**config.mk**
```make
export PLATFORM = sky130hd
export DESIGN_NAME = led_blink_pattern_sequencer_top
export DESIGN_NICKNAME = d
export VERILOG_FILES = /design/src/design/lbps_pkg.sv /design/src/design/lbps_core.sv /design/src/design/led_blink_pattern_sequencer_top.sv
export SDC_FILE = /design/constraint.sdc
export NUM_CORES = 1
export LEC_CHECK = 0
export BUFFER_PORTS_ARGS = -buffer_cell sky130_fd_sc_hd__buf_2
export CELL_PAD_IN_SITES_DETAIL_PLACEMENT = 1
export CELL_PAD_IN_SITES_GLOBAL_PLACEMENT = 1
export CORE_MARGIN = 3
export CORE_UTILIZATION = 52
export DETAILED_ROUTE_END_ITERATION = 16
export PLACE_DENSITY_LB_ADDON = 0.1
export REMOVE_ABC_BUFFERS = 1
export SYNTH_ARGS = -nofsm -noshare
export SYNTH_HDL_FRONTEND = slang
export SYNTH_HIERARCHICAL = 1
export SYNTH_SLANG_ARGS = --single-unit
```
**constraint.sdc**
```tcl
create_clock -name clk_i -period 9.51 [get_ports clk_i]
set_clock_uncertainty 0.15 [all_clocks]
set_input_delay 1.902 -clock clk_i [delete_from_list [all_inputs] [get_ports clk_i]]
set_output_delay 1.902 -clock clk_i [all_outputs]
set_load 0.01 [all_outputs]
```
**src/design/lbps_pkg.sv**
```systemverilog
// Package: shared constants, codes and word types of the LED blink pattern sequencer.
`timescale 1ns / 1ps

package lbps_pkg;

  // Counter widths
  localparam int TIME_BITS  = 16;
  localparam int COUNT_BITS = 8;
  localparam int ELAP_BITS  = TIME_BITS + 1;
  localparam int TONE_BITS  = 15;
  localparam int MODE_BITS  = 3;
  localparam int STATE_BITS = 3;

  // Highest tone accepted, in Hz
  localparam logic [TONE_BITS-1:0] TONE_MAX = TONE_BITS'(20000);

  // Reset defaults of the stored burst and cycle settings
  localparam logic [TIME_BITS-1:0]  RST_ON_TIME  = TIME_BITS'(200);
  localparam logic [TIME_BITS-1:0]  RST_OFF_TIME = TIME_BITS'(1000);
  localparam logic [TIME_BITS-1:0]  RST_PERIOD   = TIME_BITS'(5000);
  localparam logic [COUNT_BITS-1:0] RST_PULSES   = COUNT_BITS'(1);
  localparam logic [TONE_BITS-1:0]  RST_TONE     = TONE_BITS'(1000);

  // Configuration register indexes
  localparam logic CFG_INVERT = 1'b0;
  localparam logic CFG_BUZZER = 1'b1;

  // Input word mode codes
  localparam logic [MODE_BITS-1:0] MODE_TICK  = 3'd0;
  localparam logic [MODE_BITS-1:0] MODE_BURST = 3'd1;
  localparam logic [MODE_BITS-1:0] MODE_CYCLE = 3'd2;
  localparam logic [MODE_BITS-1:0] MODE_ON    = 3'd3;
  localparam logic [MODE_BITS-1:0] MODE_OFF   = 3'd4;

  // Run state codes, also reported on the result word
  localparam logic [STATE_BITS-1:0] ST_OFF       = 3'd0;
  localparam logic [STATE_BITS-1:0] ST_ON        = 3'd1;
  localparam logic [STATE_BITS-1:0] ST_CYCLE     = 3'd2;
  localparam logic [STATE_BITS-1:0] ST_PULSE_OFF = 3'd3;
  localparam logic [STATE_BITS-1:0] ST_PULSE_ON  = 3'd4;

  // Logical mode codes (mode to return to after a burst)
  localparam logic [1:0] LOG_OFF   = 2'd0;
  localparam logic [1:0] LOG_ON    = 2'd1;
  localparam logic [1:0] LOG_CYCLE = 2'd2;

  // Input word
  typedef struct packed {
    logic [MODE_BITS-1:0]  mode;
    logic [TIME_BITS-1:0]  on_time;
    logic [TIME_BITS-1:0]  off_time;
    logic [TIME_BITS-1:0]  period;
    logic [COUNT_BITS-1:0] pulse_count;
    logic [TONE_BITS-1:0]  tone_frequency;
  } item_t;

  // Result word
  typedef struct packed {
    logic                  led_level;
    logic [TONE_BITS-1:0]  buzzer_frequency;
    logic [STATE_BITS-1:0] sequencer_state;
  } result_t;

  // Configuration registers
  typedef struct packed {
    logic invert_output;
    logic buzzer_present;
  } cfg_t;

endpackage

```
**src/design/lbps_core.sv**
```systemverilog
// Sequencer state and the single-pass update applied to one input word.
`timescale 1ns / 1ps

module lbps_core (
  input  logic             clk_i,
  input  logic             rst_ni,
  input  logic             step_i,
  input  lbps_pkg::item_t  item_i,
  input  lbps_pkg::cfg_t   cfg_i,
  output lbps_pkg::result_t result_o
);
  import lbps_pkg::*;

  logic [STATE_BITS-1:0] run_q, run_d;
  logic [1:0]            logical_q, logical_d;
  logic [TIME_BITS-1:0]  b_on_q, b_on_d, b_off_q, b_off_d;
  logic [COUNT_BITS-1:0] b_total_q, b_total_d, done_q, done_d;
  logic [TONE_BITS-1:0]  tone_q, tone_d;
  logic [TIME_BITS-1:0]  c_on_q, c_on_d, c_off_q, c_off_d, c_per_q, c_per_d;
  logic [COUNT_BITS-1:0] c_pulses_q, c_pulses_d;
  logic [ELAP_BITS-1:0]  pe_q, pe_d, ce_q, ce_d;
  logic                  led_q, led_d;

  logic [ELAP_BITS-1:0]  pe_inc, ce_inc;
  logic [TONE_BITS-1:0]  tone_sat;
  logic                  burst_ok, cycle_ok;

  // Saturating elapsed counts and clamped tone
  assign pe_inc   = (&pe_q) ? pe_q : pe_q + ELAP_BITS'(1);
  assign ce_inc   = (&ce_q) ? ce_q : ce_q + ELAP_BITS'(1);
  assign tone_sat = (item_i.tone_frequency > TONE_MAX) ? TONE_MAX : item_i.tone_frequency;
  assign burst_ok = (item_i.on_time != '0) && (item_i.off_time != '0) &&
                    (item_i.pulse_count != '0);
  assign cycle_ok = burst_ok && (item_i.period != '0);

  // Next state for one word
  always_comb begin
    run_d      = run_q;
    logical_d  = logical_q;
    b_on_d     = b_on_q;
    b_off_d    = b_off_q;
    b_total_d  = b_total_q;
    done_d     = done_q;
    tone_d     = tone_q;
    c_on_d     = c_on_q;
    c_off_d    = c_off_q;
    c_per_d    = c_per_q;
    c_pulses_d = c_pulses_q;
    pe_d       = pe_q;
    ce_d       = ce_q;
    led_d      = led_q;
    unique case (item_i.mode)
      MODE_TICK: begin
        pe_d = pe_inc;
        ce_d = ce_inc;
        if (run_q == ST_CYCLE) begin
          // Retrigger a silent burst from the cycle settings
          if (ce_inc > {1'b0, c_per_q}) begin
            b_on_d    = c_on_q;
            b_off_d   = c_off_q;
            b_total_d = c_pulses_q;
            tone_d    = '0;
            done_d    = '0;
            led_d     = 1'b0;
            run_d     = ST_PULSE_OFF;
            pe_d      = '0;
            ce_d      = '0;
          end
        end else if (run_q == ST_PULSE_OFF) begin
          if (pe_inc > {1'b0, b_off_q}) begin
            if (done_q < b_total_q) begin
              led_d = 1'b1;
              pe_d  = '0;
              run_d = ST_PULSE_ON;
            end else if (logical_q == LOG_ON) begin
              run_d = ST_ON;
              led_d = 1'b1;
            end else if (logical_q == LOG_CYCLE) begin
              run_d = ST_CYCLE;
              led_d = 1'b0;
            end else begin
              run_d = ST_OFF;
              led_d = 1'b0;
            end
          end
        end else if (run_q == ST_PULSE_ON) begin
          if (pe_inc > {1'b0, b_on_q}) begin
            led_d = 1'b0;
            pe_d  = '0;
            run_d = ST_PULSE_OFF;
            if (!(&done_q)) begin
              done_d = done_q + COUNT_BITS'(1);
            end
          end
        end
      end
      MODE_BURST: begin
        if (burst_ok) begin
          b_on_d    = item_i.on_time;
          b_off_d   = item_i.off_time;
          b_total_d = item_i.pulse_count;
          tone_d    = tone_sat;
          done_d    = '0;
          led_d     = 1'b0;
          run_d     = ST_PULSE_OFF;
          pe_d      = '0;
        end
      end
      MODE_CYCLE: begin
        if (cycle_ok) begin
          c_on_d     = item_i.on_time;
          c_off_d    = item_i.off_time;
          c_per_d    = item_i.period;
          c_pulses_d = item_i.pulse_count;
          run_d      = ST_CYCLE;
          logical_d  = LOG_CYCLE;
          ce_d       = '0;
        end
      end
      MODE_ON: begin
        led_d     = 1'b1;
        run_d     = ST_ON;
        logical_d = LOG_ON;
      end
      MODE_OFF: begin
        led_d     = 1'b0;
        run_d     = ST_OFF;
        logical_d = LOG_OFF;
      end
      default: begin
      end
    endcase
  end

  // Result seen after this word
  always_comb begin
    result_o.led_level        = led_d ^ cfg_i.invert_output;
    result_o.buzzer_frequency = (cfg_i.buzzer_present && (run_d == ST_PULSE_ON)) ?
                                tone_d : '0;
    result_o.sequencer_state  = run_d;
  end

  // Commit state on each word taken
  always_ff @(posedge clk_i or negedge rst_ni) begin
    if (!rst_ni) begin
      run_q      <= ST_OFF;
      logical_q  <= LOG_OFF;
      b_on_q     <= RST_ON_TIME;
      b_off_q    <= RST_OFF_TIME;
      b_total_q  <= RST_PULSES;
      done_q     <= '0;
      tone_q     <= RST_TONE;
      c_on_q     <= RST_ON_TIME;
      c_off_q    <= RST_OFF_TIME;
      c_per_q    <= RST_PERIOD;
      c_pulses_q <= RST_PULSES;
      pe_q       <= '0;
      ce_q       <= '0;
      led_q      <= 1'b0;
    end else if (step_i) begin
      run_q      <= run_d;
      logical_q  <= logical_d;
      b_on_q     <= b_on_d;
      b_off_q    <= b_off_d;
      b_total_q  <= b_total_d;
      done_q     <= done_d;
      tone_q     <= tone_d;
      c_on_q     <= c_on_d;
      c_off_q    <= c_off_d;
      c_per_q    <= c_per_d;
      c_pulses_q <= c_pulses_d;
      pe_q       <= pe_d;
      ce_q       <= ce_d;
      led_q      <= led_d;
    end
  end

endmodule

```
**src/design/led_blink_pattern_sequencer_top.sv**
```systemverilog
// Top level: input register, configuration registers, sequencer core and result register.
`timescale 1ns / 1ps

// LED blink pattern sequencer.
// Input channel (in_valid_i / in_ready_o) takes one word per handshake: a 1 ms
// tick (mode 0) or a command (burst, cycle, steady on, off). Every word gives
// exactly one result word on the output channel (out_valid_o / out_ready_i):
// LED pin level, buzzer tone in Hz (0 silent) and the sequencer state.
// A taken word is registered in the input register; when the result register
// is free or being drained, the core updates the state and loads the result
// register in one step, and out_valid_o rises with it.
// Throughput: one word per cycle unless out_ready_i stalls; the input and result registers
// are one stage each, and the core step is a few compares and counter updates.
// When the receiver stalls, the result register holds and the input register
// keeps one more word; in_ready_o drops only when both are full.
// Configuration (cfg_we_i, cfg_idx_i, cfg_data_i): index 0 inverts the LED
// polarity, index 1 enables the buzzer. Write only while no word is in flight.
// Reset (rst_ni low, asynchronous) empties both registers, sets the sequencer
// off with default burst and cycle settings and clears both config bits.
module led_blink_pattern_sequencer_top (
  input  logic                                clk_i,
  input  logic                                rst_ni,
  input  logic                                in_valid_i,
  output logic                                in_ready_o,
  input  logic [lbps_pkg::MODE_BITS-1:0]      mode_i,
  input  logic [lbps_pkg::TIME_BITS-1:0]      on_time_i,
  input  logic [lbps_pkg::TIME_BITS-1:0]      off_time_i,
  input  logic [lbps_pkg::TIME_BITS-1:0]      period_i,
  input  logic [lbps_pkg::COUNT_BITS-1:0]     pulse_count_i,
  input  logic [lbps_pkg::TONE_BITS-1:0]      tone_frequency_i,
  output logic                                out_valid_o,
  input  logic                                out_ready_i,
  output logic                                led_level_o,
  output logic [lbps_pkg::TONE_BITS-1:0]      buzzer_frequency_o,
  output logic [lbps_pkg::STATE_BITS-1:0]     sequencer_state_o,
  input  logic                                cfg_we_i,
  input  logic                                cfg_idx_i,
  input  logic                                cfg_data_i
);
  import lbps_pkg::*;

  logic    in_v_q;
  item_t   item_q;
  logic    out_v_q;
  result_t out_q;
  result_t core_res;
  cfg_t    cfg_q;
  logic    out_free;
  logic    advance;
  logic    in_take;

  // Handshake: advance when a word is held and the result register is free or being drained
  assign out_free   = !out_v_q || out_ready_i;
  assign advance    = in_v_q && out_free;
  assign in_ready_o = !in_v_q || advance;
  assign in_take    = in_valid_i && in_ready_o;

  // Configuration registers
  always_ff @(posedge clk_i or negedge rst_ni) begin
    if (!rst_ni) begin
      cfg_q <= '0;
    end else if (cfg_we_i) begin
      if (cfg_idx_i == CFG_BUZZER) begin
        cfg_q.buzzer_present <= cfg_data_i;
      end else begin
        cfg_q.invert_output <= cfg_data_i;
      end
    end
  end

  // Input register: hold the word until the core takes it
  always_ff @(posedge clk_i or negedge rst_ni) begin
    if (!rst_ni) begin
      in_v_q <= 1'b0;
    end else if (in_ready_o) begin
      in_v_q <= in_valid_i;
    end
  end

  always_ff @(posedge clk_i) begin
    if (in_take) begin
      item_q.mode           <= mode_i;
      item_q.on_time        <= on_time_i;
      item_q.off_time       <= off_time_i;
      item_q.period         <= period_i;
      item_q.pulse_count    <= pulse_count_i;
      item_q.tone_frequency <= tone_frequency_i;
    end
  end

  lbps_core u_core (
    .clk_i    (clk_i),
    .rst_ni   (rst_ni),
    .step_i   (advance),
    .item_i   (item_q),
    .cfg_i    (cfg_q),
    .result_o (core_res)
  );

  // Result register
  always_ff @(posedge clk_i or negedge rst_ni) begin
    if (!rst_ni) begin
      out_v_q <= 1'b0;
    end else if (out_free) begin
      out_v_q <= advance;
    end
  end

  always_ff @(posedge clk_i) begin
    if (advance) begin
      out_q <= core_res;
    end
  end

  assign out_valid_o        = out_v_q;
  assign led_level_o        = out_q.led_level;
  assign buzzer_frequency_o = out_q.buzzer_frequency;
  assign sequencer_state_o  = out_q.sequencer_state;

  // Checks
  a_hold_blocked: assert property (@(posedge clk_i) disable iff (!rst_ni)
    (in_v_q && !out_free) |=> (in_v_q && $stable(item_q)))
    else $error("input word lost while result register blocked");

  a_step_gives_result: assert property (@(posedge clk_i) disable iff (!rst_ni)
    advance |=> out_v_q)
    else $error("core step produced no result word");

  a_tone_only_on_phase: assert property (@(posedge clk_i) disable iff (!rst_ni)
    (out_v_q && (out_q.buzzer_frequency != '0)) |->
      ((out_q.sequencer_state == ST_PULSE_ON) && cfg_q.buzzer_present))
    else $error("tone driven outside a pulse on phase");

  a_tone_range: assert property (@(posedge clk_i) disable iff (!rst_ni)
    out_v_q |-> (out_q.buzzer_frequency <= TONE_MAX))
    else $error("tone above limit");

endmodule
```
==> results.rst <==
.. list-table::
   :header-rows: 1

   * - Metric
     - Value
   * - Core Rows
     - 56
   * - TritonCTS sink count
     - around 260
   * - Worst rel slew slack
     - between 20% and 30%
   * - Antenna violations before repair
     - 0
   * - CP max stage delay
     - 920 ps
   * - Critical register-to-register path startpoint
     - u_core/ce_q[0]
   * - Worst min path class
     - reg -> reg
   * - Synthesized instance count
     - between 1000 and 1500
   * - Final worst slack
     - 3830 ps
   * - Worst Hold End
     - u_core/b_total_q[0]
   * - MaxCap Viol Count
     - 0
   * - Quantity of gates resized following cts
     - 0
   * - Number of hold violations in the final report
     - 0
   * - Pwr dens
     - approximately 230 nW/um^2
   * - Number of warnings reported in the yosys synthesis log
     - 6
   * - Growth of design area from synthesis to finish
     - 13.7%
   * - Switching Share
     - between 20% and 30%
   * - Routed length per placed instance
     - just under 20 um
   * - Clock transition at the registers of the reported paths
     - 60 ps
   * - Dpl hpwl
     - around 20000 um
   * - Die Y
     - roughly 160 um
   * - H-tree depth
     - 1
   * - Worst endpoint data arrival time
     - between 5000 and 6000 ps
   * - DIE WIDTH
     - roughly 160 um
   * - Post-place setup slack
     - 3860 ps
   * - Critical hold path startpoint
     - u_core/b_total_q[0]
   * - Buffers inserted during post-CTS setup optimization
     - 0
   * - Count of antenna-violating nets left after detailed routing
     - 0
   * - Total number of vias
     - between 8000 and 9000
   * - Final layout net count
     - between 1000 and 1500
   * - Netlist area before placement
     - roughly 13000 sq um
   * - Routability cong.
     - approximately 0.86
   * - Pint
     - ~2.3 mW
   * - DRC marker count from the first detailed-route iteration
     - 514
   * - Total buffers and inverters traversed by the critical path
     - 1
   * - Via-to-Cell Ratio
     - about 5.8
   * - Cells traversed along the worst timing path
     - ha_1 > nand3_1 > nor4_1 > and2_1 > nor3_1 > and3_1 > xor2_1 > ha_1 > nand4_1 > nor4_1 > nand2_1 > a211oi_1 > nand2_1 > a31oi_4 > buf_4 > o21ai_0
   * - Power consumption
     - ~3.2 mW
   * - Final period demand of the worst path
     - 5680 ps
   * - Capturing element type of the critical path
     - flip-flop
   * - FMAX
     - 176 MHz
   * - DRT Wirelength
     - between 20000 and 30000 um
   * - Run status
     - finished, final reports clean
   * - Setup slack of the worst register-to-register path
     - 3830 ps
   * - Transition at the pin with the smallest max-transition slack
     - approximately 1200 ps
   * - Filler cell count in the final layout
     - approximately 2500
   * - Pin count of the biggest net entering global routing
     - 100
   * - Clock latency reported for the late side of the worst-skew pair
     - 540 ps
   * - Count of flip-flops with a built-in enable after synthesis
     - between 90 and 100
   * - Aggregate negative setup slack
     - 0 ps
   * - Initial core utilization
     - 53.1%
   * - Critical path type
     - reg -> reg
   * - Number of distinct library cell variants in the gate-level netlist after synthesis
     - 71
   * - Die area
     - between 20000 and 30000 sq um
   * - Cts bufs inserted
     - 28
   * - Final clock period utilization by the worst path
     - 59.8%
   * - Remaining DRCs
     - 0
   * - Router iterations before antenna repair
     - 4
   * - Setup repair after global routing missed its margin
     - false
   * - Required time at the endpoint of the critical path
     - between 9000 and 10000 ps
   * - Worst Path Max Fanout
     - between 50 and 60
   * - Total gr overflow
     - 0
   * - Global-route wire length before repair
     - 49200 um
   * - Clock root buffer master
     - sky130_fd_sc_hd__clkbuf_16
   * - Number of port buffers
     - about 100
   * - Comb power frac
     - approximately a fifth
   * - CTS hold repair buffers
     - 0
   * - Share of layout cells above drive strength 1
     - about a fifth
   * - Diode insertion count for antenna repair
     - 0
   * - Floorplan core area
     - ~24000 sq um
   * - GRT Overall Usage
     - between 20% and 30%
   * - Critical Path Slowest Stage Cell
     - sky130_fd_sc_hd__a31oi_4
   * - Proportion of register bits with asynchronous set or reset after synthesis
     - 63.7%
   * - Ys flop type
     - sky130_fd_sc_hd__dfrtp_1
   * - Clock tree from TritonCTS
     - done
   * - Max-slew violation count
     - 0
   * - Nature of the critical path startpoint
     - flip-flop
   * - Avg Inst Size Synth
     - about 11 sq um
   * - FF+latch count, synth
     - 256
   * - Power share of the clock group
     - 33.6%
   * - Logic depth of the worst register-to-register path
     - 16
   * - IR drop worst, VDD
     - about 0.00016 V
   * - Buffer depth of the longest clock path
     - 3
   * - Seq pwr share
     - a little under half
   * - Share of the yosys chip area belonging to registers
     - approximately 55%
   * - Number of global-route vias before repair
     - around 9400
   * - Hold path cells
     - 2
   * - Number of endpoints failing setup at the final stage
     - 0
   * - Net switching power of the design
     - 913 uW
   * - Num ports
     - 102
   * - Largest delay contributor family on the critical path
     - simple AND/OR/NAND/NOR gates
   * - Leakage
     - 6.16 nW
   * - Worst reg2reg path endpoint
     - u_core/b_total_q[1]
power by group through the flow:
stage               Combinational [mW]  Clock (mW)  Sequential, mW
floorplan                        0.429           0            1.49
global placement                 0.568           0            1.52
detailed placement               0.605           0            1.53
CTS                              0.622        1.10            1.52
global route                     0.706        1.16            1.55
finish                           0.614        1.08            1.52
tightest hold or removal path, stage by stage (launching register included):
cell and delay (ps):
sky130_fd_sc_hd__dfstp_2 370, sky130_fd_sc_hd__nand2_1 40, sky130_fd_sc_hd__o21ai_0 70
worst max-delay path by stage:
| stage | endpoint | slack [ps] | depth (start not counted) | from |
|---|---|---|---|---|
| 2_1_floorplan | u_core/b_off_q[0] | 2580 | 15 | u_core/ce_q[4] |
| 3_3_place_gp | u_core/b_total_q[5] | 4050 | 16 | u_core/ce_q[4] |
| 3_5_place_dp | u_core/b_off_q[0] | 3860 | 16 | u_core/ce_q[5] |
| 4_1_cts | u_core/b_off_q[4] | 3830 | 16 | u_core/ce_q[5] |
| 5_1_grt | u_core/b_total_q[1] | 3420 | 16 | u_core/ce_q[0] |
| 6_report | u_core/b_total_q[1] | 3830 | 16 | u_core/ce_q[0] |
area by class of cell:
| cell class | count | area [sq um] | share of cell area (%) |
|---|---|---|---|
| Clock buffer | 44 | 832 | 5.83 |
| Clock inverter | 8 | 90.1 | 0.632 |
| Inverter | 68 | 255 | 1.79 |
| Multi-Input combinational cell | 724 | 5220 | 36.6 |
| Sequential cell | 256 | 6910 | 48.5 |
| Tap cell | 319 | 399 | 2.80 |
| Timing Repair Buffer | 107 | 557 | 3.90 |
cell usage after synthesis, types with 15 or more instances:
master,number,area [sq um]
sky130_fd_sc_hd__nand3_1,22,110
sky130_fd_sc_hd__nor4_1,22,138
sky130_fd_sc_hd__nor2b_1,17,106
sky130_fd_sc_hd__dfrtp_1,132,3300
sky130_fd_sc_hd__o21ai_0,86,430
sky130_fd_sc_hd__clkbuf_1,28,105
sky130_fd_sc_hd__a31oi_1,15,93.8
sky130_fd_sc_hd__inv_1,67,251
sky130_fd_sc_hd__mux2_2,58,653
sky130_fd_sc_hd__edfxtp_1,93,2790
sky130_fd_sc_hd__xnor2_1,15,131
sky130_fd_sc_hd__a22o_1,25,219
sky130_fd_sc_hd__nand4_1,22,138
sky130_fd_sc_hd__ha_1,58,726
sky130_fd_sc_hd__nor2_1,28,105
sky130_fd_sc_hd__mux2i_1,42,420
sky130_fd_sc_hd__a21oi_1,44,220
sky130_fd_sc_hd__dfstp_2,31,815
sky130_fd_sc_hd__nand2_1,101,379
logic make-up after synthesis:
family / synth area share [%]
simple gates: 12.5
flops: 55.1
compound gates: 12.3
buf+inv: 3.61
xor+xnor: 1.89
mux: 8.80
fa+ha+maj: 5.79
routing by layer:
| metal | track usage [%] | routed length [um] | share of wire [%] |
|---|---|---|---|
| met5 | 0 | 0 | 0 |
| met4 | 5.16 | 624 | 2.1 |
| met3 | 2.82 | 967 | 3.3 |
| met2 | 38.8 | 14200 | 48 |
| met1 | 32.7 | 13800 | 47 |
per-stage QoR:
stage	hold slack, ps	utilization, %	area [sq um]	cells
global route	352	60.4	14300	1526
CTS	335	60.4	14300	1526
finish	330	60.4	14300	1526
global placement	312	56.5	13300	1474
detailed placement	321	56.5	13300	1474
floorplan	299	-	12300	1048
state kept, by name, indices dropped and copies added, names as in the netlist, 3 cells and up:
name	count
u_core/b_off_q	16
u_core/pe_q	17
u_core/c_on_q	16
u_core/b_total_q	8
u_core/ce_q	17
u_core/tone_q	15
u_core/c_off_q	16
buzzer_frequency_o	15
u_core/c_pulses_q	8
u_core/b_on_q	16
u_core/run_q	3
u_core/c_per_q	16
item_q	74
u_core/done_q	8
sequencer_state_o	3
cells in the final DEF (no fill, tap or decap), types with 14 or more instances in the layout:
cell type                   Yosys  routed
sky130_fd_sc_hd__nand3_1       22      21
sky130_fd_sc_hd__inv_1         67      67
sky130_fd_sc_hd__buf_2         10     100
sky130_fd_sc_hd__a21oi_1       44      44
sky130_fd_sc_hd__nor4_1        22      22
sky130_fd_sc_hd__a31oi_1       15      14
sky130_fd_sc_hd__mux2i_1       42      42
sky130_fd_sc_hd__xnor2_1       15      15
sky130_fd_sc_hd__a22o_1        25      25
sky130_fd_sc_hd__ha_1          58      58
sky130_fd_sc_hd__nand4_1       22      22
sky130_fd_sc_hd__mux2_2        58      58
sky130_fd_sc_hd__o21ai_0       86      86
sky130_fd_sc_hd__dfstp_2       31      31
sky130_fd_sc_hd__nand2_1      101     101
sky130_fd_sc_hd__nor2b_1       17      17
sky130_fd_sc_hd__clkbuf_16      0      29
sky130_fd_sc_hd__nor2_1        28      28
sky130_fd_sc_hd__dfrtp_1      132     132
sky130_fd_sc_hd__edfxtp_1      93      93
Power figures use the tool's default switching activity.
